[src/sv/tmt_pkg.sv]
// Package for the tile mismatch tracker: controller command/status types and opcodes.
// Used by tmt_ctrl, tmt_dp and tile_mismatch_tracker.
`timescale 1ns / 1ps
`default_nettype none
package tmt_pkg;
	localparam logic [1:0] OP_REPORT    = 2'd0;
	localparam logic [1:0] OP_RESET_CH  = 2'd1;
	localparam logic [1:0] OP_RESET_ALL = 2'd2;

	localparam logic [3:0] RUN_MAX = 4'd15;

	// controller to datapath
	typedef struct packed {
		logic latch;    // capture the input beat
		logic rd;       // read bitmaps at current address
		logic upd;      // apply the compare result to the current tile
		logic mark;     // mark the current backfill tile
		logic clr;      // clear at the clear address, advance it
		logic clr_init; // load clear address
		logic load_out; // build the result
	} cmd_t;

	// datapath to controller
	typedef struct packed {
		logic is_clear;  // beat needs a clear sweep
		logic is_report; // beat compares a report
		logic do_mark;   // threshold reached, backfill needed
		logic mark_last; // backfill pointer at current tile
		logic clr_last;  // clear sweep at last entry
	} sts_t;
endpackage
`default_nettype wire

[src/sv/tmt_ctrl.sv]
// Controller state machine of the tile mismatch tracker.
// Depends on tmt_pkg for the command and status structs.
`timescale 1ns / 1ps
`default_nettype none
module tmt_ctrl (
	input  wire logic         clk,
	input  wire logic         arst_n,
	input  wire logic         in_valid,
	output logic              in_ready,
	input  wire logic         out_busy,
	input  wire tmt_pkg::sts_t sts,
	output tmt_pkg::cmd_t     cmd
);
	localparam logic [3:0] S_IDLE = 4'd0;
	localparam logic [3:0] S_DEC  = 4'd1;
	localparam logic [3:0] S_RD   = 4'd2;
	localparam logic [3:0] S_UPD  = 4'd3;
	localparam logic [3:0] S_MRD  = 4'd4;
	localparam logic [3:0] S_MARK = 4'd5;
	localparam logic [3:0] S_CLR  = 4'd6;
	localparam logic [3:0] S_OUT  = 4'd7;
	localparam logic [3:0] S_BOOT = 4'd8;

	logic [3:0] state_q, state_d;

	always_ff @(posedge clk or negedge arst_n) begin
		if (!arst_n) state_q <= S_BOOT;
		else state_q <= state_d;
	end

	always_comb begin
		state_d  = state_q;
		cmd      = '0;
		in_ready = 1'b0;
		case (state_q)
			// sweep both bitmaps once after reset
			S_BOOT: begin
				cmd.clr = 1'b1;
				if (sts.clr_last) state_d = S_IDLE;
			end
			S_IDLE: begin
				in_ready = 1'b1;
				if (in_valid) begin
					cmd.latch = 1'b1;
					state_d = S_DEC;
				end
			end
			S_DEC: begin
				if (sts.is_clear) begin
					cmd.clr_init = 1'b1;
					state_d = S_CLR;
				end else if (sts.is_report) begin
					cmd.rd = 1'b1;
					state_d = S_RD;
				end else state_d = S_OUT;
			end
			S_RD: state_d = S_UPD;
			S_UPD: begin
				cmd.upd = 1'b1;
				state_d = sts.do_mark ? S_MRD : S_OUT;
			end
			S_MRD: begin
				cmd.rd = 1'b1;
				state_d = S_MARK;
			end
			S_MARK: begin
				cmd.mark = 1'b1;
				state_d = sts.mark_last ? S_OUT : S_MRD;
			end
			S_CLR: begin
				cmd.clr = 1'b1;
				if (sts.clr_last) state_d = S_OUT;
			end
			S_OUT: begin
				if (!out_busy) begin
					cmd.load_out = 1'b1;
					state_d = S_IDLE;
				end
			end
			default: state_d = S_IDLE;
		endcase
	end
endmodule
`default_nettype wire

[config.mk]
export PLATFORM = sky130hd
export DESIGN_NAME = tmt_ctrl
export DESIGN_NICKNAME = d
export VERILOG_FILES = /design/src/sv/tmt_pkg.sv /design/src/sv/tmt_ctrl.sv
export SDC_FILE = /design/constraint.sdc
export NUM_CORES = 1
export LEC_CHECK = 0
export BUFFER_PORTS_ARGS = -buffer_cell sky130_fd_sc_hd__buf_2
export CAP_MARGIN = 20
export CORE_AREA = 2 2 39 41
export DETAILED_ROUTE_END_ITERATION = 8
export DIE_AREA = 0 0 41 43
export GPL_ROUTABILITY_DRIVEN = 0
export REMOVE_ABC_BUFFERS = 1
export SLEW_MARGIN = 20
export SYNTH_ARGS = -nofsm -noshare
export SYNTH_HDL_FRONTEND = slang
export SYNTH_SLANG_ARGS = --single-unit
[constraint.sdc]
create_clock -name clk -period 1.8 [get_ports clk]
set_clock_uncertainty 0.1 [all_clocks]
set_input_delay 0.36 -clock clk [delete_from_list [all_inputs] [get_ports clk]]
set_output_delay 0.36 -clock clk [all_outputs]
set_load 0.1 [all_outputs]
# After elaboration in Yosys (flattened, before gate mapping)
# Index checks and enable logic that the tools add are counted.
# classes
n_eq_ne,12
muxes,22
n_reduce_logical,3
# op_table
cell,n
$pmux W4 S9,1
$mux W4,5
$eq A4 B3 Y1 const B,4
$mux W1,12
$eq A4 B2 Y1 const B,2
$ne A2 B2 Y1 const B,4
$eq A4 B1 Y1 const B,1
$eq A4 B4 Y1 const B,1
$logic_not A4 Y1,1
$mux W2,2
$reduce_and A4 Y1,1
$mux W3,1
$pmux W1 S2,1
$reduce_or A2 Y1,1
# totals
regBits,4
inputBits,9

# Logic depth before layout (Yosys ltp)
# Gate-level depths: netlist (run 1).
# logic_depth
depth_word,3
ltp_mapped,4
depth_no_buf,3

# Least setup slack after synthesis (run 1)
# No wires, ideal clock.
# synth_path
path_type,flip-flop to output port
from,register state_q[0]
to,output port cmd[6] (netlist bit)
arrival_time_ps,4575
required_time_ps,1340
slack_ps,-3235
stages_incl_launch_ff,4
n_path_buf,1
path_cell_list,dfrtp_1 -> buf_2 -> nor4_1 -> and2_1
# synth_rtl
item,line,source
start: declaration,tmt_ctrl.sv:24,"logic [3:0] state_q, state_d;"
start signal: assignment,tmt_ctrl.sv:28,else state_q <= state_d;
end: declaration,tmt_ctrl.sv:12,output tmt_pkg::cmd_t cmd

==> summary.txt, run 1 <==
Run status
  • Status: complete, but fails checks
  • Violated checks: negative setup slack

Synthesis
  • Synth Warn #: 0
  • Post-synth ARST share: 100.0%
  • Synth area leaders: dfrtp_1 (21%), dfstp_2 (7.3%), nor2_1 (6.3%)
  • Multiplexer share of the synthesized area: 0%
  • Cell taking the most area after synthesis: dfrtp_1
  • #FFs+latches synth: 4
  • Most common cell in the netlist: nor2_1
  • Synth Area in Compound Gates: 18.53%
  • Cell Area, Synth: 357.8 um^2
  • Yosys top cell area share: 20.98%
  • Top cells by count, synth: nor2_1 (6), nor3_1 (4), dfrtp_1 (3), o31ai_1 (3)
  • Count of cell types in the netlist: 26
  • Register area share after synthesis: 28.32%
  • Main flop type after synthesis: dfrtp_1
  • Post-Synth Adder-Cell Area: 0%
  • Synth Area in XOR/XNOR: 0%
  • Gate Count Post-Synth: 47
  • Post-synth EDFFs: 0
  • Post-Synth Simple-Gate Area: 46.15%
  • Syn avg cell area: 7.614 um^2
  • Main combinational cell family by area after synthesis: simple AND/OR/NAND/NOR gates

Floorplan
  • Die Area: 1763 um^2
  • Die height: 43 um
  • Initial Util: 25.86%
  • Die width: 41 um
  • CORE AREA: 1384 um^2
  • # rows: 14
  • Number of I/O pins: 17

Power and ir drop
  • Power density over the cells: 2091 nW/um^2
  • LEAKAGE: 0.3198 nW
  • Worst VDD drop: 0.001094 V
  • Final Power: 1.591 mW

Hold path
  • HP Class: primary input to flip-flop

Timing
  • Fin crit share: 105.2%
  • Fin. Hold Viols: 0
  • RSZ-0062 raised after global routing: yes
  • Fin. max-slew vios: 0
  • Final setup margin: -0.09409 ns
  • Min Tclk post-route: 1.894 ns
  • Setup TNS: -0.1790 ns
  • Maximum clock frequency: 528.0 MHz
  • Slew headroom: 74.69%
  • Final setup vio count: 4
  • Worst-Margin Slew: 0.3700 ns

Drt
  • Post-detailed-route wirelength per cell: 12.54 um
  • Total number of vias: 485
  • Via/cell ratio: 5.160
  • Post-detailed-route count of antenna-violating nets: 0
  • Residual DRC: 0
  • First-pass DRT Iterations: 4
  • Initial DRC Count: 8
  • Total wire length: 1179 um

Cells and area
  • Max reg flops: 4
  • Fillcell total: 123
  • Nets: 88
  • Ant. Diodes: 0
  • Fin area: 760.7 um^2
  • Fraction of layout cells with a size suffix above 1: 58.97%
  • Regs by FF count: state_q x4
  • Syn-to-layout area delta: 112.6%
  • Final core occ: 54.97%
  • Largest Register: state_q

Global routing
  • Initial antenna violation count: 0
  • Vias in the first global route: 439
  • Largest net degree at the start of global routing: 8
  • Tot GR Track Use: 15.61%
  • Global-route wire length before repair: 1842 um
  • Gr ovfl total: 0

Place
  • Post-DP HPWL: 759.9 um
  • Buffers on Ports: 16
  • Placed standard-cell area: 620.6 um^2

CTS
  • Worst-path clk slew: 0.04 ns
  • Insertion delay to the later sink of the worst-skew pair: 0.24 ns
  • Clock tree buffer depth: 2
  • Number of H-tree levels: 1
  • CTS Buf Count: 3
  • Clk sink count: 4
  • Root Driver: clkbuf_4
  • CTS tree: done

Critical path
  • Nature of the critical path startpoint: flip-flop
  • Crit path arrival time: 1.43 ns
  • WP data required: 1.34 ns
  • Critical path capture point type: primary output
  • CP Max Fanout: 5
  • Crit path kind: flip-flop to primary output

Flow run
  • MaxCap Viol Count: 0
layout by cell type (no fill, tap or decap), drive strengths merged, types with 2 or more instances in the layout:
cell type and n:
buf 30, and2 2, nor4 2, nand2b 3, inv 2, nor3 4
dfrtp 3, o31ai 3, nand3 2, nor2 6, clkbuf 4, nand4 2
and3 2
metal layers:
metal / share of wire, % / global-route usage (%) / vias to the layer above
li1: - / - / 239
met1: 40 / 19.81 / 230
met2: 52 / 23.75 / 12
met3: 5.7 / 1.571 / 4
met4: 2.3 / 10.00 / 0
met5: 0 / 0 / -
kinds of logic (layout without fill, tap and decap cells):
logic type             count (synthesis)  count (layout)
AO/OA/AOI/OAI                          9               9
AND/OR/NAND/NOR                       28              28
buffers and inverters                  6              37
flip-flops                             4               4
report_power, final:
part	internal [mW]	switching (mW)
logic	0.529	0.726
clock network	0.0834	0.0394
registers	0.134	0.0794
total	0.746	0.845
critical path, stage by stage, from the launching register on:
cell	delay (ns)
dfrtp_2	0.44
nor4bb_2	0.28
a21oi_1	0.08
nor3_2	0.19
buf_12	0.21
per-stage QoR:
stage / instances / hold slack (ns) / setup WS (ns)
floorplan: 43 / -0.03559 / -3.145
global placement: 83 / 0.06349 / 0.01201
detailed placement: 83 / 0.06471 / -0.03321
CTS: 94 / 0.3266 / -0.1146
global route: 94 / 0.3527 / -0.1659
finish: 94 / 0.3221 / -0.09409
worst paths after layout:
check / start / endpoint / slack (ns) / cells past startpoint
worst max-delay path: state_q[2] / cmd[5] / -0.09 / 4
worst min-delay path: out_busy / state_q[0] / 0.32 / 3
worst max register to register: state_q[0] / state_q[2] / 0.09 / 5
worst min register to register: state_q[3] / state_q[3] / 0.58 / 2
max in group asynchronous: arst_n / state_q[3] / 1.04 / 2
min in group asynchronous: arst_n / state_q[0] / 0.35 / 2
layout make-up:
cell class	count	area, um^2	area share [%]
timing repair buffer	31	315.3	41.45
multi-input combinational	37	286.5	37.66
sequential	4	105.1	13.82
clock buffer	4	26.28	3.454
tap	16	20.02	2.632
inverter	2	7.507	0.9868
timing repair:
action	in CTS	in global routing
endpoints found under the setup margin	8	7
setup buffers	6	0
pin swaps	3	4
hold buffers	1	0
resized for setup	13	4
hold endpoints to repair	4	0
cloned	0	0
No activity file was read; power rests on OpenSTA's default activity.
==> run 2, diff against run 1 <==
--- a/config.mk
+++ b/config.mk
@@ -5,13 +5,14 @@
 export SDC_FILE = /design/constraint.sdc
 export NUM_CORES = 1
 export LEC_CHECK = 0
+export ABC_AREA = 1
 export BUFFER_PORTS_ARGS = -buffer_cell sky130_fd_sc_hd__buf_2
 export CAP_MARGIN = 20
 export CORE_AREA = 2 2 39 41
+export CTS_CLUSTER_DIAMETER = 120
 export DETAILED_ROUTE_END_ITERATION = 8
 export DIE_AREA = 0 0 41 43
 export GPL_ROUTABILITY_DRIVEN = 0
-export REMOVE_ABC_BUFFERS = 1
 export SLEW_MARGIN = 20
 export SYNTH_ARGS = -nofsm -noshare
 export SYNTH_HDL_FRONTEND = slang
==> run 2 against run 1 <==
Net effect:
- first-iteration DRC count grew 88%
- highest routed layer is now met3
- die area is the same
- synthesized cell count grew 30%
- critical path type unchanged
- non-clock buffer count shrank 6
- the run now ends clean
- routed wire length shrank 13%
- cell count grew 13%
==> summary.txt, run 2 <==
Floorplan
  • # rows: 14
  • Number of I/O pins: 17
  • Die width: 41 um
  • Die height: 43 um
  • Initial Util: 27.22%
  • Die Area: 1763 um^2
  • CORE AREA: 1384 um^2

Place
  • Buffers on Ports: 16
  • Placed standard-cell area: 638.1 um^2
  • Post-DP HPWL: 796.6 um
  • Cell count after placement: 93

Critical path
  • Worst R2R Setup Slack: 0.30 ns
  • Reg2reg end: state_q[2]
  • Critical path capture point type: primary output
  • Crit path arrival time: 1.32 ns
  • CP Capture Point: cmd[5]
  • Crit path kind: flip-flop to primary output
  • Nature of the critical path startpoint: flip-flop
  • Worst R2R Path Depth: 7
  • Critical R2R Launch: state_q[3]
  • CP Launch Point: state_q[3]
  • WP data required: 1.34 ns
  • CP Max Fanout: 6

Global routing
  • Largest net degree at the start of global routing: 9
  • Gr ovfl total: 0
  • Initial antenna violation count: 0
  • Tot GR Track Use: 14.56%
  • Global-route wire length before repair: 1752 um
  • Vias in the first global route: 415

Synthesis
  • #FFs+latches synth: 4
  • Syn avg cell area: 6.174 um^2
  • Synth area leaders: dfrtp_1 (20%), nand2_1 (14%), inv_1 (10%)
  • Register area share after synthesis: 26.91%
  • Yosys top cell area share: 19.93%
  • Synth Net Count: 70
  • Gate Count Post-Synth: 61
  • Top cells by count, synth: nand2_1 (14), inv_1 (10), nand3_1 (7)
  • Count of cell types in the netlist: 15
  • Cell taking the most area after synthesis: dfrtp_1
  • Cell Area, Synth: 376.6 um^2
  • Synth Warn #: 0
  • Post-synth EDFFs: 0
  • Main flop type after synthesis: dfrtp_1
  • Most common cell in the netlist: nand2_1
  • Post-synth ARST share: 100.0%

CTS
  • CTS Buf Count: 3
  • CTS tree: done
  • Root Driver: clkbuf_4
  • Clk sink count: 4
  • Clock tree buffer depth: 2
  • Insertion delay to the later sink of the worst-skew pair: 0.24 ns
  • Worst-path clk slew: 0.03 ns
  • Number of H-tree levels: 1

Drt
  • Post-detailed-route wirelength per cell: 9.689 um
  • Initial DRC Count: 15
  • DR WL met3: 80 um
  • Via/cell ratio: 4.575
  • Residual DRC: 0
  • Met1 wire length: 436 um
  • Total wire length: 1027 um
  • Post-detailed-route count of antenna-violating nets: 0
  • First-pass DRT Iterations: 4
  • Total number of vias: 485
  • Met2 Wirelength: 510 um
  • Uppermost layer routed: met3

Cells and area
  • Max reg flops: 4
  • Syn-to-layout area delta: 101.0%
  • Nets: 100
  • Fraction of layout cells with a size suffix above 1: 56.67%
  • Final core occ: 54.70%
  • Final Non-Filler Cells: 106
  • Commonest non-fill, non-tap cell in the layout: nand2_1
  • Regs by FF count: state_q x4
  • Most frequent cells in the layout: nand2_1 (11), inv_1 (9), buf_2 (8), buf_12 (8), buf_4 (8)
  • Fin area: 757.0 um^2
  • Ant. Diodes: 0
  • Largest Register: state_q

Timing
  • Setup TNS: 0 ns
  • Fin. max-slew vios: 0
  • RSZ-0062 raised after global routing: yes
  • Slew headroom: 84.91%
  • Final setup vio count: 0
  • Maximum clock frequency: 562.8 MHz
  • Min Tclk post-route: 1.777 ns
  • Worst-Margin Slew: 0.2240 ns
  • Fin. Hold Viols: 0
  • Fin crit share: 98.71%

Hold path
  • HP Class: primary input to flip-flop

Flow run
  • MaxCap Viol Count: 0

Run status
  • Status: finished clean
-- run 2: worst max-delay path, stage by stage, from the launching register on --
cell,delay [ns]
dfstp_2,0.58
nor2_4,0.08
a32o_2,0.26
buf_12,0.16
-- run 2: metrics by stage --
step | hold slack (ns) | worst slack [ns]
floorplan | -0.03559 | -0.1211
CTS | 0.2897 | 0.004767
detailed placement | 0.06838 | 0.1787
global route | 0.3048 | -0.04027
finish | 0.2912 | 0.02322
global placement | 0.07006 | 0.2063
-- run 2: worst min-delay path by stage --
stage,slack [ns],depth (start not counted),from,end
final,0.29,4,sts[0],state_q[3]
after global routing,0.30,3,out_busy,state_q[0]
after CTS,0.29,4,sts[0],state_q[3]
after detailed placement,0.07,1,arst_n,state_q[1]
after global placement,0.07,1,arst_n,state_q[0]
after floorplan,-0.04,0,arst_n,state_q[0]
-- run 2: logic make-up after synthesis --
| logic type | share of synthesized area, % |
|---|---|
| and+or+nand+nor | 49.83 |
| AOI/OAI and AO/OA | 9.301 |
| DFF | 26.91 |
| buffers and inverters | 13.95 |
-- run 2: timing repair --
| action | 4_1_cts | 5_1_grt |
|---|---|---|
| endpoints found under the hold margin | 3 | 0 |
| resized for setup | 4 | 5 |
| pin swaps | 2 | 2 |
| endpoints found under the setup margin | 8 | 8 |
| hold buffers | 1 | 0 |
| setup buffers | 4 | 4 |
| gates cloned | 0 | 0 |
-- run 2: metal layers --
metal  track usage [%]  vias up
li1                  -      251
met5                 0        -
met1             18.75      211
met2             21.25       23
met3             6.806        0
met4             4.000        0
-- run 2: final cells by class --
class,instances,area (um^2)
well taps,16,20.02
fillers,128,626.9
repair buffers,25,270.3
clock buffers,4,26.28
inverters,14,55.05
flip-flops and latches,4,103.9
multi-input cells,43,281.5
Power of run 2 is left out: the tool's default activity adds up to more than one toggle a clock period on the data nets, which glitch-free logic cannot reach.
==> run 3, diff against run 2 <==
--- a/config.mk
+++ b/config.mk
@@ -5,7 +5,6 @@
 export SDC_FILE = /design/constraint.sdc
 export NUM_CORES = 1
 export LEC_CHECK = 0
-export ABC_AREA = 1
 export BUFFER_PORTS_ARGS = -buffer_cell sky130_fd_sc_hd__buf_2
 export CAP_MARGIN = 20
 export CORE_AREA = 2 2 39 41
==> constraint.sdc (replaced) <==
create_clock -name clk -period 2.3 [get_ports clk]
set_clock_uncertainty 0.1 [all_clocks]
set_input_delay 0.46 -clock clk [delete_from_list [all_inputs] [get_ports clk]]
set_output_delay 0.46 -clock clk [all_outputs]
set_load 0.1 [all_outputs]
==> run 3 against run 2 <==
Net effect:
- die area stayed put
- via count is 11% lower
- critical endpoint is now cmd[2]
- cell count is 22% lower
- highest routed layer unchanged
- flip-flop and latch count stayed put
- setup slack better by 0.17 ns
- first-iteration DRC count is 20% lower
- routed wire length is 3.4% higher
==> summary.txt, run 3 (synthesized netlist as in run 1, its figures left out) <==
Cells and area
  • Final Non-Filler Cells: 83
  • Ant. Diodes: 0
  • Most frequent cells in the layout: buf_2 (10), buf_12 (6), nor2_1 (5)
  • Fillcell total: 133
  • Largest Register: state_q
  • Fraction of layout cells with a size suffix above 1: 47.76%
  • Nets: 77
  • Syn-to-layout area delta: 79.37%
  • Regs by FF count: state_q x4
  • Commonest non-fill, non-tap cell in the layout: buf_2
  • Max reg flops: 4

Timing
  • Slew headroom: 67.98%
  • Fin. Hold Viols: 0
  • Maximum clock frequency: 473.7 MHz
  • Fin crit share: 91.78%
  • Worst-Margin Slew: 0.4836 ns
  • Fin. max-slew vios: 0
  • Min Tclk post-route: 2.111 ns
  • Final setup vio count: 0
  • RSZ-0062 raised after global routing: no

Drt
  • Post-detailed-route wirelength per cell: 12.80 um
  • Via/cell ratio: 5.181
  • First-pass DRT Iterations: 4
  • Residual DRC: 0
  • Total number of vias: 430
  • Post-detailed-route count of antenna-violating nets: 0
  • Initial DRC Count: 12
  • Total wire length: 1062 um

CTS
  • Post-CTS Setup Inserts: 0
  • CTS Buf Count: 3
  • Clock tree buffer depth: 2
  • CTS tree: done
  • Number of H-tree levels: 1
  • Worst-path clk slew: 0.04 ns
  • Insertion delay to the later sink of the worst-skew pair: 0.24 ns
  • Root Driver: clkbuf_4
  • Clk sink count: 4

Floorplan
  • # rows: 14
  • Die Area: 1763 um^2
  • Die height: 43 um
  • Die width: 41 um
  • Number of I/O pins: 17
  • CORE AREA: 1384 um^2
  • Initial Util: 25.86%

Critical path
  • Crit path kind: flip-flop to primary output
  • Nature of the critical path startpoint: flip-flop
  • CP Max Fanout: 9
  • WP data required: 1.74 ns
  • CP max stage delay: 0.65 ns
  • Slowest cell on the critical path: dfstp_2
  • Bufs and invs on worst path: 1
  • Crit path arrival time: 1.55 ns
  • Cell family with most CP delay: flip-flops
  • CP cell instances: nor2b_1, a22oi_1, nor2_4, buf_12
  • Critical path capture point type: primary output

Global routing
  • Met2 Use GR: 21.88%
  • Gr ovfl total: 0
  • Met1 Resource Use GR: 17.48%
  • Initial antenna violation count: 0
  • GR peak layer: met2
  • M3 GR Usage: 4.712%
  • Vias in the first global route: 385
  • Largest net degree at the start of global routing: 13
  • Global-route wire length before repair: 1683 um
  • Tot GR Track Use: 14.29%

Place
  • Buffers on Ports: 16
  • Post-DP HPWL: 814.9 um
  • Cell count after placement: 78

Synthesis
  • Synth Net Count: 56

Flow run
  • MaxCap Viol Count: 0

Hold path
  • HP Class: primary input to flip-flop

Run status
  • Status: finished clean
## run 3: path summary, 6_finish.rpt
| path | from | to | slack [ns] | cells past startpoint |
|---|---|---|---|---|
| max in group asynchronous | arst_n | state_q[3] | 1.41 | 2 |
| setup reg to reg | state_q[0] | state_q[0] | 0.57 | 4 |
| setup / recovery | state_q[3] | cmd[2] | 0.19 | 4 |
| hold / removal | sts[0] | state_q[3] | 0.46 | 3 |
| hold reg to reg | state_q[3] | state_q[3] | 0.50 | 1 |
| min in group asynchronous | arst_n | state_q[1] | 0.48 | 2 |
## run 3: worst register-to-register path: stages (launching register included)
cell	delay, ns
dfrtp_1	0.50
buf_4	0.23
nand2b_4	0.14
a311o_1	0.37
o31ai_1	0.29
## run 3: timing repair
item	in CTS	in global routing
setup endpoints to repair	0	2
endpoints found under the hold margin	3	0
gates resized for setup	0	1
hold buffers	1	0
## run 3: layer usage
layer  wire length (um)  share of wire [%]
met5                  0                  0
met1                434                 41
met3                 65                6.1
met4                  0                  0
met2                562                 53
## run 3: per-stage QoR
step           util [%]  instance area [um^2]  hold slack [ns]  setup slack [ns]  TNS [ns]
2_1_floorplan         -                 415.4          0.06441           -0.4880    -1.260
3_3_place_gp      43.67                 604.3           0.1639            0.3734         0
3_5_place_dp      43.67                 604.3           0.1659            0.3371         0
4_1_cts           46.29                 640.6           0.4461           0.07181         0
5_1_grt           46.38                 641.9           0.4637           0.05629         0
6_report          46.38                 641.9           0.4594            0.1891         0
## run 3: area by class of cell
class	count	area (um^2)	area share [%]
tap	16	20.02	3.119
timing repair buffer	20	202.7	31.58
multi-input combinational	37	282.8	44.05
inverter	2	7.507	1.170
clock buffer	4	26.28	4.094
sequential	4	102.6	15.98
Power of run 3 is left out for the same reason.
